`src/slxfp_pkg.sv`:
```
package slxfp_pkg;

   typedef enum logic [2:0] {
      ST_IDLE,
      ST_EVAL,
      ST_LEN,
      ST_SUM,
      ST_SCAN_RD,
      ST_SCAN,
      ST_OUT_ADDR,
      ST_OUT_DATA
   } state_type;

   localparam logic [7:0] START_RESET  = 8'hFE;
   localparam logic [7:0] TYPE_MASK    = 8'hE0;
   localparam logic [7:0] SUBSYS_MASK  = 8'h1F;
   localparam int         TYPE_SHIFT   = 5;
   // length byte plus framing overhead
   localparam int         TOT_W        = 9;
   localparam logic [8:0] FRAME_EXTRA  = 9'd5;

endpackage

```
`src/slxfp_ram.sv`:
```
module slxfp_ram #(
   parameter int WIDTH = 8,
   parameter int DEPTH = 128
) (
   input  logic                     clock,
   input  logic                     wr_en,
   input  logic [$clog2(DEPTH)-1:0] wr_addr,
   input  logic [WIDTH-1:0]         wr_data,
   input  logic [$clog2(DEPTH)-1:0] rd_addr,
   output logic [WIDTH-1:0]         rd_data
);

   logic [WIDTH-1:0] mem [DEPTH];
   logic [WIDTH-1:0] rd_data_ff;

   always_ff @(posedge clock) begin
      if (wr_en) begin
         mem[wr_addr] <= wr_data;
      end
      rd_data_ff <= mem[rd_addr];
   end

   assign rd_data = rd_data_ff;

endmodule

```
`src/sof_length_xor_frame_parser.sv`:
```
// Serial frame parser: start byte, length L, cmd0, cmd1, L payload bytes, check.
// req channel: one received byte per request (req_rx_byte). rsp channel: one
// result per payload byte of a good frame (one result for an empty payload),
// the final one flagged by rsp_last. csr channel: writes the start byte value,
// always ready; write it only while the parser is idle.
// Sequence: a byte taken while hunting is dropped or stored as the start byte.
// Any other byte is stored, then the length is fetched (EVAL, LEN); a short
// candidate waits for more bytes, else the checksum pass runs (SUM), each
// result is read and loaded (OUT_ADDR, OUT_DATA) and the buffer is scanned
// to realign on the next start byte (SCAN_RD, SCAN). A check failure or an
// oversized length rescans the buffer the same way before the next byte is
// taken; every buffered start byte may begin another checksum pass. The pace
// is set by the single read port of the byte buffer, read once per cycle by
// one sequencer.
// Reset (synchronous, active high) empties the buffer, restores the start
// byte to 0xFE and drops any pending result.
// A stalled rsp receiver holds the result register; the parser waits for it
// before loading the next result, and req_ready stays low meanwhile.
module sof_length_xor_frame_parser #(
   parameter int MAX_PAYLOAD = 64
) (
   input  logic       clock,
   input  logic       reset,
   input  logic       req_valid,
   output logic       req_ready,
   input  logic [7:0] req_rx_byte,
   output logic       rsp_valid,
   input  logic       rsp_ready,
   output logic [2:0] rsp_frame_type,
   output logic [4:0] rsp_subsystem,
   output logic [7:0] rsp_command,
   output logic [6:0] rsp_payload_len,
   output logic [7:0] rsp_payload_byte,
   output logic [5:0] rsp_byte_index,
   output logic       rsp_last,
   input  logic       csr_valid,
   output logic       csr_ready,
   input  logic [7:0] csr_start_byte
);

   import slxfp_pkg::*;

   localparam int BUF_DEPTH  = MAX_PAYLOAD + 5;
   localparam int FILL_W     = $clog2(BUF_DEPTH + 1);
   localparam int ADDR_W     = $clog2(BUF_DEPTH);
   localparam int RING_DEPTH = 1 << ADDR_W;

   state_type state_ff, state_in;

   logic [7:0]        start_ff, start_in;
   logic [FILL_W-1:0] fill_ff, fill_in;
   logic [ADDR_W-1:0] head_ff, head_in;
   logic [FILL_W-1:0] j_ff, j_in;
   logic [FILL_W-1:0] k_ff, k_in;
   logic [7:0]        len_ff, len_in;
   logic [7:0]        chk_ff, chk_in;
   logic [7:0]        c0_ff, c0_in;
   logic [7:0]        c1_ff, c1_in;
   logic [7:0]        idx_ff, idx_in;
   logic              after_ff, after_in;

   logic              rsp_valid_ff, rsp_valid_in;
   logic [2:0]        rsp_type_ff, rsp_type_in;
   logic [4:0]        rsp_subsys_ff, rsp_subsys_in;
   logic [7:0]        rsp_cmd_ff, rsp_cmd_in;
   logic [6:0]        rsp_len_ff, rsp_len_in;
   logic [7:0]        rsp_byte_ff, rsp_byte_in;
   logic [5:0]        rsp_index_ff, rsp_index_in;
   logic              rsp_last_ff, rsp_last_in;

   logic              wr_en;
   logic [ADDR_W-1:0] wr_addr;
   logic [ADDR_W-1:0] rd_addr;
   logic [7:0]        rd_data;

   logic              req_fire;
   logic              len_too_big;
   logic              len_short;
   logic              sum_done;
   logic              chk_ok;
   logic              scan_end;
   logic              scan_hit;
   logic              scan_last;
   logic              out_free;
   logic              out_last;
   logic [7:0]        type_bits;
   logic [7:0]        subsys_bits;
   logic [FILL_W-1:0] frame_total;

   assign req_ready = (state_ff == ST_IDLE);
   assign req_fire  = req_valid && req_ready;
   assign csr_ready = 1'b1;

   assign len_too_big = TOT_W'(rd_data) > TOT_W'(MAX_PAYLOAD);
   assign len_short   = TOT_W'(fill_ff) < (TOT_W'(rd_data) + FRAME_EXTRA);
   assign sum_done    = (k_ff == FILL_W'(len_ff) + FILL_W'(4));
   assign chk_ok      = (chk_ff == rd_data);
   assign scan_end    = (j_ff >= fill_ff);
   assign scan_hit    = (rd_data == start_ff);
   assign scan_last   = (j_ff + FILL_W'(1) >= fill_ff);
   assign out_free    = !rsp_valid_ff || rsp_ready;
   assign out_last    = (len_ff == 8'd0) || (idx_ff == len_ff - 8'd1);
   assign frame_total = FILL_W'(len_ff) + FILL_W'(5);
   assign type_bits   = (c0_ff & TYPE_MASK) >> TYPE_SHIFT;
   assign subsys_bits = c0_ff & SUBSYS_MASK;

   // byte buffer, kept as a ring: head_ff is the candidate start byte
   slxfp_ram #(
      .WIDTH (8),
      .DEPTH (RING_DEPTH)
   ) u_buf (
      .clock   (clock),
      .wr_en   (wr_en),
      .wr_addr (wr_addr),
      .wr_data (req_rx_byte),
      .rd_addr (rd_addr),
      .rd_data (rd_data)
   );

   // next state
   always_comb begin
      state_in = state_ff;
      unique case (state_ff)
         ST_IDLE: begin
            if (req_fire && fill_ff != '0) begin
               state_in = ST_EVAL;
            end
         end
         ST_EVAL: begin
            state_in = (fill_ff < FILL_W'(2)) ? ST_IDLE : ST_LEN;
         end
         ST_LEN: begin
            if (len_too_big) begin
               state_in = ST_SCAN_RD;
            end else if (len_short) begin
               state_in = ST_IDLE;
            end else begin
               state_in = ST_SUM;
            end
         end
         ST_SUM: begin
            if (sum_done) begin
               state_in = chk_ok ? ST_OUT_ADDR : ST_SCAN_RD;
            end
         end
         ST_SCAN_RD: begin
            if (scan_end) begin
               state_in = after_ff ? ST_IDLE : ST_EVAL;
            end else begin
               state_in = ST_SCAN;
            end
         end
         ST_SCAN: begin
            if (scan_hit || scan_last) begin
               state_in = after_ff ? ST_IDLE : ST_EVAL;
            end
         end
         ST_OUT_ADDR: begin
            if (out_free) begin
               state_in = ST_OUT_DATA;
            end
         end
         ST_OUT_DATA: begin
            state_in = out_last ? ST_SCAN_RD : ST_OUT_ADDR;
         end
         default: state_in = ST_IDLE;
      endcase
   end

   // buffer port control and datapath
   always_comb begin
      wr_en         = 1'b0;
      wr_addr       = head_ff + ADDR_W'(fill_ff);
      rd_addr       = head_ff;
      start_in      = start_ff;
      fill_in       = fill_ff;
      head_in       = head_ff;
      j_in          = j_ff;
      k_in          = k_ff;
      len_in        = len_ff;
      chk_in        = chk_ff;
      c0_in         = c0_ff;
      c1_in         = c1_ff;
      idx_in        = idx_ff;
      after_in      = after_ff;
      rsp_valid_in  = rsp_valid_ff && !rsp_ready;
      rsp_type_in   = rsp_type_ff;
      rsp_subsys_in = rsp_subsys_ff;
      rsp_cmd_in    = rsp_cmd_ff;
      rsp_len_in    = rsp_len_ff;
      rsp_byte_in   = rsp_byte_ff;
      rsp_index_in  = rsp_index_ff;
      rsp_last_in   = rsp_last_ff;

      if (csr_valid && csr_ready) begin
         start_in = csr_start_byte;
      end

      unique case (state_ff)
         ST_IDLE: begin
            if (req_fire) begin
               if (fill_ff == '0) begin
                  if (req_rx_byte == start_ff) begin
                     wr_en   = 1'b1;
                     wr_addr = head_ff;
                     fill_in = FILL_W'(1);
                  end
               end else if (fill_ff < FILL_W'(BUF_DEPTH)) begin
                  wr_en   = 1'b1;
                  fill_in = fill_ff + FILL_W'(1);
               end
            end
         end
         ST_EVAL: begin
            rd_addr = head_ff + ADDR_W'(1);
         end
         ST_LEN: begin
            // checksum reads run one address ahead of the data
            rd_addr = head_ff + ADDR_W'(2);
            len_in  = rd_data;
            chk_in  = rd_data;
            k_in    = FILL_W'(2);
            if (len_too_big) begin
               j_in     = FILL_W'(1);
               after_in = 1'b0;
            end
         end
         ST_SUM: begin
            rd_addr = head_ff + ADDR_W'(k_ff) + ADDR_W'(1);
            if (k_ff == FILL_W'(2)) begin
               c0_in = rd_data;
            end
            if (k_ff == FILL_W'(3)) begin
               c1_in = rd_data;
            end
            if (!sum_done) begin
               chk_in = chk_ff ^ rd_data;
               k_in   = k_ff + FILL_W'(1);
            end else if (chk_ok) begin
               idx_in = 8'd0;
            end else begin
               j_in     = FILL_W'(1);
               after_in = 1'b0;
            end
         end
         ST_SCAN_RD: begin
            rd_addr = head_ff + ADDR_W'(j_ff);
            if (scan_end) begin
               fill_in = '0;
            end
         end
         ST_SCAN: begin
            rd_addr = head_ff + ADDR_W'(j_ff) + ADDR_W'(1);
            if (scan_hit) begin
               head_in = head_ff + ADDR_W'(j_ff);
               fill_in = fill_ff - j_ff;
            end else if (scan_last) begin
               fill_in = '0;
            end else begin
               j_in = j_ff + FILL_W'(1);
            end
         end
         ST_OUT_ADDR: begin
            rd_addr = head_ff + ADDR_W'(4) + ADDR_W'(idx_ff);
         end
         ST_OUT_DATA: begin
            // result register is free here: OUT_ADDR waited for it
            rsp_valid_in  = 1'b1;
            rsp_type_in   = type_bits[2:0];
            rsp_subsys_in = subsys_bits[4:0];
            rsp_cmd_in    = c1_ff;
            rsp_len_in    = len_ff[6:0];
            rsp_byte_in   = (len_ff == 8'd0) ? 8'd0 : rd_data;
            rsp_index_in  = (len_ff == 8'd0) ? 6'd0 : idx_ff[5:0];
            rsp_last_in   = out_last;
            if (out_last) begin
               j_in     = frame_total;
               after_in = 1'b1;
            end else begin
               idx_in = idx_ff + 8'd1;
            end
         end
         default: begin
         end
      endcase
   end

   always_ff @(posedge clock) begin
      if (reset) begin
         state_ff     <= ST_IDLE;
         start_ff     <= START_RESET;
         fill_ff      <= '0;
         head_ff      <= '0;
         after_ff     <= 1'b0;
         rsp_valid_ff <= 1'b0;
      end else begin
         state_ff     <= state_in;
         start_ff     <= start_in;
         fill_ff      <= fill_in;
         head_ff      <= head_in;
         after_ff     <= after_in;
         rsp_valid_ff <= rsp_valid_in;
      end
   end

   always_ff @(posedge clock) begin
      j_ff          <= j_in;
      k_ff          <= k_in;
      len_ff        <= len_in;
      chk_ff        <= chk_in;
      c0_ff         <= c0_in;
      c1_ff         <= c1_in;
      idx_ff        <= idx_in;
      rsp_type_ff   <= rsp_type_in;
      rsp_subsys_ff <= rsp_subsys_in;
      rsp_cmd_ff    <= rsp_cmd_in;
      rsp_len_ff    <= rsp_len_in;
      rsp_byte_ff   <= rsp_byte_in;
      rsp_index_ff  <= rsp_index_in;
      rsp_last_ff   <= rsp_last_in;
   end

   assign rsp_valid        = rsp_valid_ff;
   assign rsp_frame_type   = rsp_type_ff;
   assign rsp_subsystem    = rsp_subsys_ff;
   assign rsp_command      = rsp_cmd_ff;
   assign rsp_payload_len  = rsp_len_ff;
   assign rsp_payload_byte = rsp_byte_ff;
   assign rsp_byte_index   = rsp_index_ff;
   assign rsp_last         = rsp_last_ff;

   a_fill_bound: assert property (@(posedge clock) disable iff (reset)
      fill_ff <= FILL_W'(BUF_DEPTH))
      else $error("buffer fill count beyond depth");

   a_no_overwrite: assert property (@(posedge clock) disable iff (reset)
      state_ff == ST_OUT_DATA |-> !rsp_valid_ff)
      else $error("result register overwritten while pending");

   a_rsp_source: assert property (@(posedge clock) disable iff (reset)
      $rose(rsp_valid_ff) |-> $past(state_ff == ST_OUT_DATA))
      else $error("result raised outside the emit step");

   a_hunt_drop: assert property (@(posedge clock) disable iff (reset)
      req_fire && fill_ff == '0 && req_rx_byte != start_ff |=> fill_ff == '0)
      else $error("non-start byte stored while hunting");

   a_sum_bound: assert property (@(posedge clock) disable iff (reset)
      state_ff == ST_SUM |-> k_ff <= FILL_W'(len_ff) + FILL_W'(4))
      else $error("checksum counter ran past the frame");

endmodule
```
`config.mk`:
```
export PLATFORM = sky130hd
export DESIGN_NAME = sof_length_xor_frame_parser
export DESIGN_NICKNAME = d
export VERILOG_FILES = /design/src/slxfp_pkg.sv /design/src/slxfp_ram.sv /design/src/sof_length_xor_frame_parser.sv
export SDC_FILE = /design/constraint.sdc
export NUM_CORES = 2
export LEC_CHECK = 0
export ABC_AREA = 0
export BUFFER_PORTS_ARGS = -buffer_cell sky130_fd_sc_hd__buf_2
export CAP_MARGIN = 20
export CELL_PAD_IN_SITES_DETAIL_PLACEMENT = 0
export CELL_PAD_IN_SITES_GLOBAL_PLACEMENT = 1
export CORE_MARGIN = 1.5
export CORE_UTILIZATION = 44
export DETAILED_ROUTE_END_ITERATION = 8
export GPL_ROUTABILITY_DRIVEN = 0
export PLACE_DENSITY = 0.71
export REMOVE_ABC_BUFFERS = 1
export SETUP_SLACK_MARGIN = 0.1
export SYNTH_ARGS = -nofsm -noshare
export SYNTH_HDL_FRONTEND = slang
export SYNTH_SLANG_ARGS = --single-unit
```
`constraint.sdc`:
```
create_clock -name clock -period 8.4 [get_ports clock]
set_input_delay 1.68 -clock clock [delete_from_list [all_inputs] [get_ports clock]]
set_output_delay 1.68 -clock clock [all_outputs]
set_load 0.05 [all_outputs]
```
==> flow_results.org <==
** Outcome
- Status :: finished clean

** Run
- Max-cap violation count :: 0

** Power
- For this design the static power due to leakage is 0.0183 µW.
- Across the VDD grid, the largest voltage drop is 0.000217 V.
- Internal portion of total power :: 9350 µW
- Of the total power, registers draw 54.1%.
- Combinational cells account for 1.3% of the total power.
- Net switching share of the total power :: 19.9%
- For this design the ratio of total power to cell area is 216 nW/µm².
- The clock network is responsible for 44.6% of the overall power.
- Psw :: 2320 µW

** Placed design
- The HPWL after detailed placement is 71,900 µm.
- In this run the cell area measured after placement is 50,300 µm².
- Buffers placed on the I/O ports in this run total 60.

** Yosys
- Warnings from Yosys :: 0
- Predominant post-synthesis flop cell :: sky130_fd_sc_hd__edfxtp_1
- Synthesis produced 2,644 cells.
- FF+latch count, synth :: 1,151
- Synth Cell Area :: 48,300 µm²
- The share of the Yosys chip area taken by registers is 70.8%.
- Synth Area per Inst :: 18.3 µm²
- Yosys mapped a number of flops with a built-in enable equal to 1,116.
- In the synthesized netlist the async set-or-reset flop fraction comes to 0%.
- Yosys mapped the design onto 72 distinct sky130hd cell types.

** CTS
- CTS tree :: built
- The clock net in this run drives a total of 1,151 sinks.
- Post-CTS Setup Repair Bufs :: 0
- Maximum count of clock buffers along a single path :: 3
- After clock tree synthesis, the clock-pin slew on the worst setup and hold paths is 0.06 ns.
- Gates resized during post-CTS repair numbered 0.
- The H-tree was split into 3 levels.
- Clock root buffer master :: sky130_fd_sc_hd__clkbuf_16
- The number of hold buffers added after CTS was 0.
- The later pin in the worst-skew pair is clocked with a latency of 0.71 ns.
- Clock buffer count from CTS :: 113

** Global route
- The first global-routing pass estimated 171,000 µm of wire.
- Aggregate global-route resource usage :: 20.8%
- The initial antenna violation count came to 4.
- Largest net degree at the start of global routing :: 129
- Summed over all layers, the global routing overflow is 0.
- The via count of the first global-routing pass is 25,045.

** Cells and area
- Proportion of layout cells with a drive suffix above 1 :: 20.2%
- For this run, the post-layout net count is 2,825.
- Count of inserted antenna diode cells :: 0
- Commonest cells after routing, fill and taps aside :: sky130_fd_sc_hd__edfxtp_1 (1,116), sky130_fd_sc_hd__mux4_2 (256), sky130_fd_sc_hd__nor2_1 (205)
- The library cell used most frequently in the layout, excluding fill and tap cells, is sky130_fd_sc_hd__edfxtp_1.
- The sequential cells in the finished layout cover a total of 34,200 µm².
- Filler cells :: 8,653
- Measured on the finished design, the core utilization comes to 49.7%.
- Final Cell Area :: 54,100 µm²
- Compared with the post-synthesis result, the final layout area differs by 12.0%.
- Summing all multi-input logic gate instances after layout gives 13,300 µm².

** STA
- Setup repair after global routing left no endpoint under its margin.
- Hold violation count in the final report :: 0
- Max frequency :: 180 MHz
- Period utilization :: 66.1%
- Number of pins with negative max-slew slack in the final report :: 0
- Setup violations remaining at the end of the flow were counted as 0.
- Worst hold-check slack :: 0.418 ns
- Relative slew slack :: 27.6%
- The clock arrives with 0.0703 ns of skew.
- Minimum clock period after layout :: 5.55 ns
- Pin slew with the least headroom to its limit :: 1.08 ns

** Worst hold path
- Hold Path Depth :: 0
- Class of the worst hold path :: reg2reg
- Capture endpoint of the worst hold path :: rsp_command[4]
- Hold_sp :: c1_ff[4]

** Setup path
- Number of cells on the worst reg-to-reg path :: 15
- Nature of the critical path startpoint :: primary input
- Setup slack, reg-to-reg :: 3.17 ns
- Nature of the critical path endpoint :: register
- Worst setup path start :: req_rx_byte[2]
- STA puts the critical path data required time at 8.72 ns.
- The worst setup path is of the in2reg kind.
- In this run the critical register-to-register path is captured at u_buf.rd_data[4].
- In this run the critical register-to-register path is launched from head_ff[0].
- Arrival @ worst endpoint :: 5.87 ns
- Critical Path Fanout Max :: 52

** Routing
- Routed vias :: 24,725
- In the routed layout, each cell is associated on average with a via count of 5.82.
- After detailed routing, the average wire length per cell comes to 27.2 µm.
- Overall routed net length :: 116,000 µm
- Final routed DRC violation total :: 0
- DRT antenna net count :: 0
- The first TritonRoute pass finished after 5 iterations.
- For this block, the initial DRC count from the detailed router was 2,897.

** Floorplanning
- Die X-Extent :: 334 µm
- Initial cell density of the core :: 44.4%
- Number of placement rows :: 121
- 62 I/O pins were placed.
- Placeable core region :: 109,000 µm²
- Die area :: 112,000 µm²
- Die extent in y :: 334 µm
-- sequential cells by signal, summed over array words and instances (netlist names), 3 cells and up --
signal and count:
u_buf.mem 1024, c0_ff 8, c1_ff 8, chk_ff 8, idx_ff 8, len_ff 8, rsp_command 8, rsp_payload_byte 8
start_ff 8, u_buf.rd_data 8, fill_ff 7, head_ff 7, j_ff 7, k_ff 7, rsp_payload_len 7, rsp_byte_index 6
rsp_subsystem 5, rsp_frame_type 3, state_ff 3
-- worst max path at each step --
stage,end,slack (ns)
2_1_floorplan,u_buf.rd_data[6],-7.11
3_3_place_gp,u_buf.mem[112][5],2.00
3_5_place_dp,u_buf.mem[80][2],2.13
4_1_cts,u_buf.mem[80][6],2.90
5_1_grt,u_buf.mem[80][0],2.42
6_report,u_buf.mem[18][2],2.85
-- critical path, cell delays in order --
cell and delay (ns):
sky130_fd_sc_hd__buf_4 0.47, sky130_fd_sc_hd__xor2_1 0.13, sky130_fd_sc_hd__nor4_1 0.24, sky130_fd_sc_hd__nand2_1 0.39
sky130_fd_sc_hd__nor3_1 0.29, sky130_fd_sc_hd__buf_4 0.23, sky130_fd_sc_hd__nor2_1 0.07, sky130_fd_sc_hd__a21oi_1 0.23
sky130_fd_sc_hd__nor2b_1 0.90, sky130_fd_sc_hd__nand2_1 0.47, sky130_fd_sc_hd__nor2_1 0.75
-- per-layer routing --
metal | GRT usage [%] | vias to the layer above | wire, µm
met5 | 0 | - | 11
met4 | 5.98 | 2 | 3340
met2 | 32.9 | 938 | 54700
li1 | - | 10765 | -
met1 | 29.5 | 12837 | 49500
met3 | 3.86 | 183 | 7980
-- synthesized netlist by cell type, types with 6 or more instances --
| master | count | area share [%] |
|---|---|---|
| sky130_fd_sc_hd__a211o_1 | 8 | 0.15 |
| sky130_fd_sc_hd__a211oi_1 | 14 | 0.22 |
| sky130_fd_sc_hd__a21o_1 | 6 | 0.093 |
| sky130_fd_sc_hd__a21oi_1 | 62 | 0.64 |
| sky130_fd_sc_hd__a22o_1 | 8 | 0.15 |
| sky130_fd_sc_hd__a31oi_1 | 8 | 0.10 |
| sky130_fd_sc_hd__and2_1 | 25 | 0.32 |
| sky130_fd_sc_hd__and3_1 | 7 | 0.091 |
| sky130_fd_sc_hd__buf_1 | 9 | 0.070 |
| sky130_fd_sc_hd__buf_2 | 44 | 0.46 |
| sky130_fd_sc_hd__buf_4 | 7 | 0.11 |
| sky130_fd_sc_hd__buf_6 | 8 | 0.19 |
| sky130_fd_sc_hd__clkbuf_1 | 68 | 0.53 |
| sky130_fd_sc_hd__dfxtp_1 | 35 | 1.5 |
| sky130_fd_sc_hd__edfxtp_1 | 1116 | 69 |
| sky130_fd_sc_hd__ha_1 | 66 | 1.7 |
| sky130_fd_sc_hd__inv_1 | 48 | 0.37 |
| sky130_fd_sc_hd__mux2_2 | 18 | 0.42 |
| sky130_fd_sc_hd__mux2i_1 | 191 | 4.0 |
| sky130_fd_sc_hd__mux4_2 | 257 | 12 |
| sky130_fd_sc_hd__nand2_1 | 73 | 0.57 |
| sky130_fd_sc_hd__nand2b_1 | 11 | 0.14 |
| sky130_fd_sc_hd__nand3_1 | 32 | 0.33 |
| sky130_fd_sc_hd__nor2_1 | 205 | 1.6 |
| sky130_fd_sc_hd__nor2b_1 | 17 | 0.22 |
| sky130_fd_sc_hd__nor3_1 | 37 | 0.38 |
| sky130_fd_sc_hd__nor3b_1 | 6 | 0.093 |
| sky130_fd_sc_hd__nor4_1 | 7 | 0.091 |
| sky130_fd_sc_hd__o211ai_1 | 17 | 0.26 |
| sky130_fd_sc_hd__o21a_1 | 8 | 0.12 |
| sky130_fd_sc_hd__o21ai_0 | 39 | 0.40 |
| sky130_fd_sc_hd__o31ai_1 | 6 | 0.093 |
| sky130_fd_sc_hd__xnor2_1 | 56 | 1.0 |
| sky130_fd_sc_hd__xor2_1 | 48 | 0.87 |
-- logic make-up after synthesis --
family                   share of synthesized area (%)
AND/OR/NAND/NOR                                   4.20
buffers and inverters                             1.73
XOR/XNOR                                          1.89
AO/OA/AOI/OAI                                     3.07
multiplexers                                      16.4
other                                          0.00776
adder cells (fa/ha/maj)                           1.92
flip-flops                                        70.8
-- area by class of cell --
type                       instances  share of cell area [%]
inverter                          49                   0.340
multi-input combinational       1308                    24.6
tap                             1414                    3.27
clock inverter                    74                    1.61
clock buffer                     141                    5.52
timing repair buffer             110                    1.48
sequential                      1151                    63.2
-- power by group through the flow --
stage	sequential, µW	combinational, µW	clock (µW)
6_report	6310	152	5210
5_1_grt	6300	167	5510
4_1_cts	6310	156	5280
3_5_place_dp	6430	156	0
3_3_place_gp	6430	150	0
2_1_floorplan	6420	45.0	0
-- through the flow --
stage / TNS (ns) / total power (µW) / setup WS (ns) / std cells
CTS: 0 / 11700 / 2.90 / 4247
floorplan: -56.62 / 6460 / -7.11 / 2508
detailed placement: 0 / 6580 / 2.13 / 4032
global route: 0 / 12000 / 2.42 / 4247
global placement: 0 / 6580 / 2.00 / 4031
finish: 0 / 11700 / 2.85 / 4247
No activity file was read; power rests on OpenSTA's default activity.
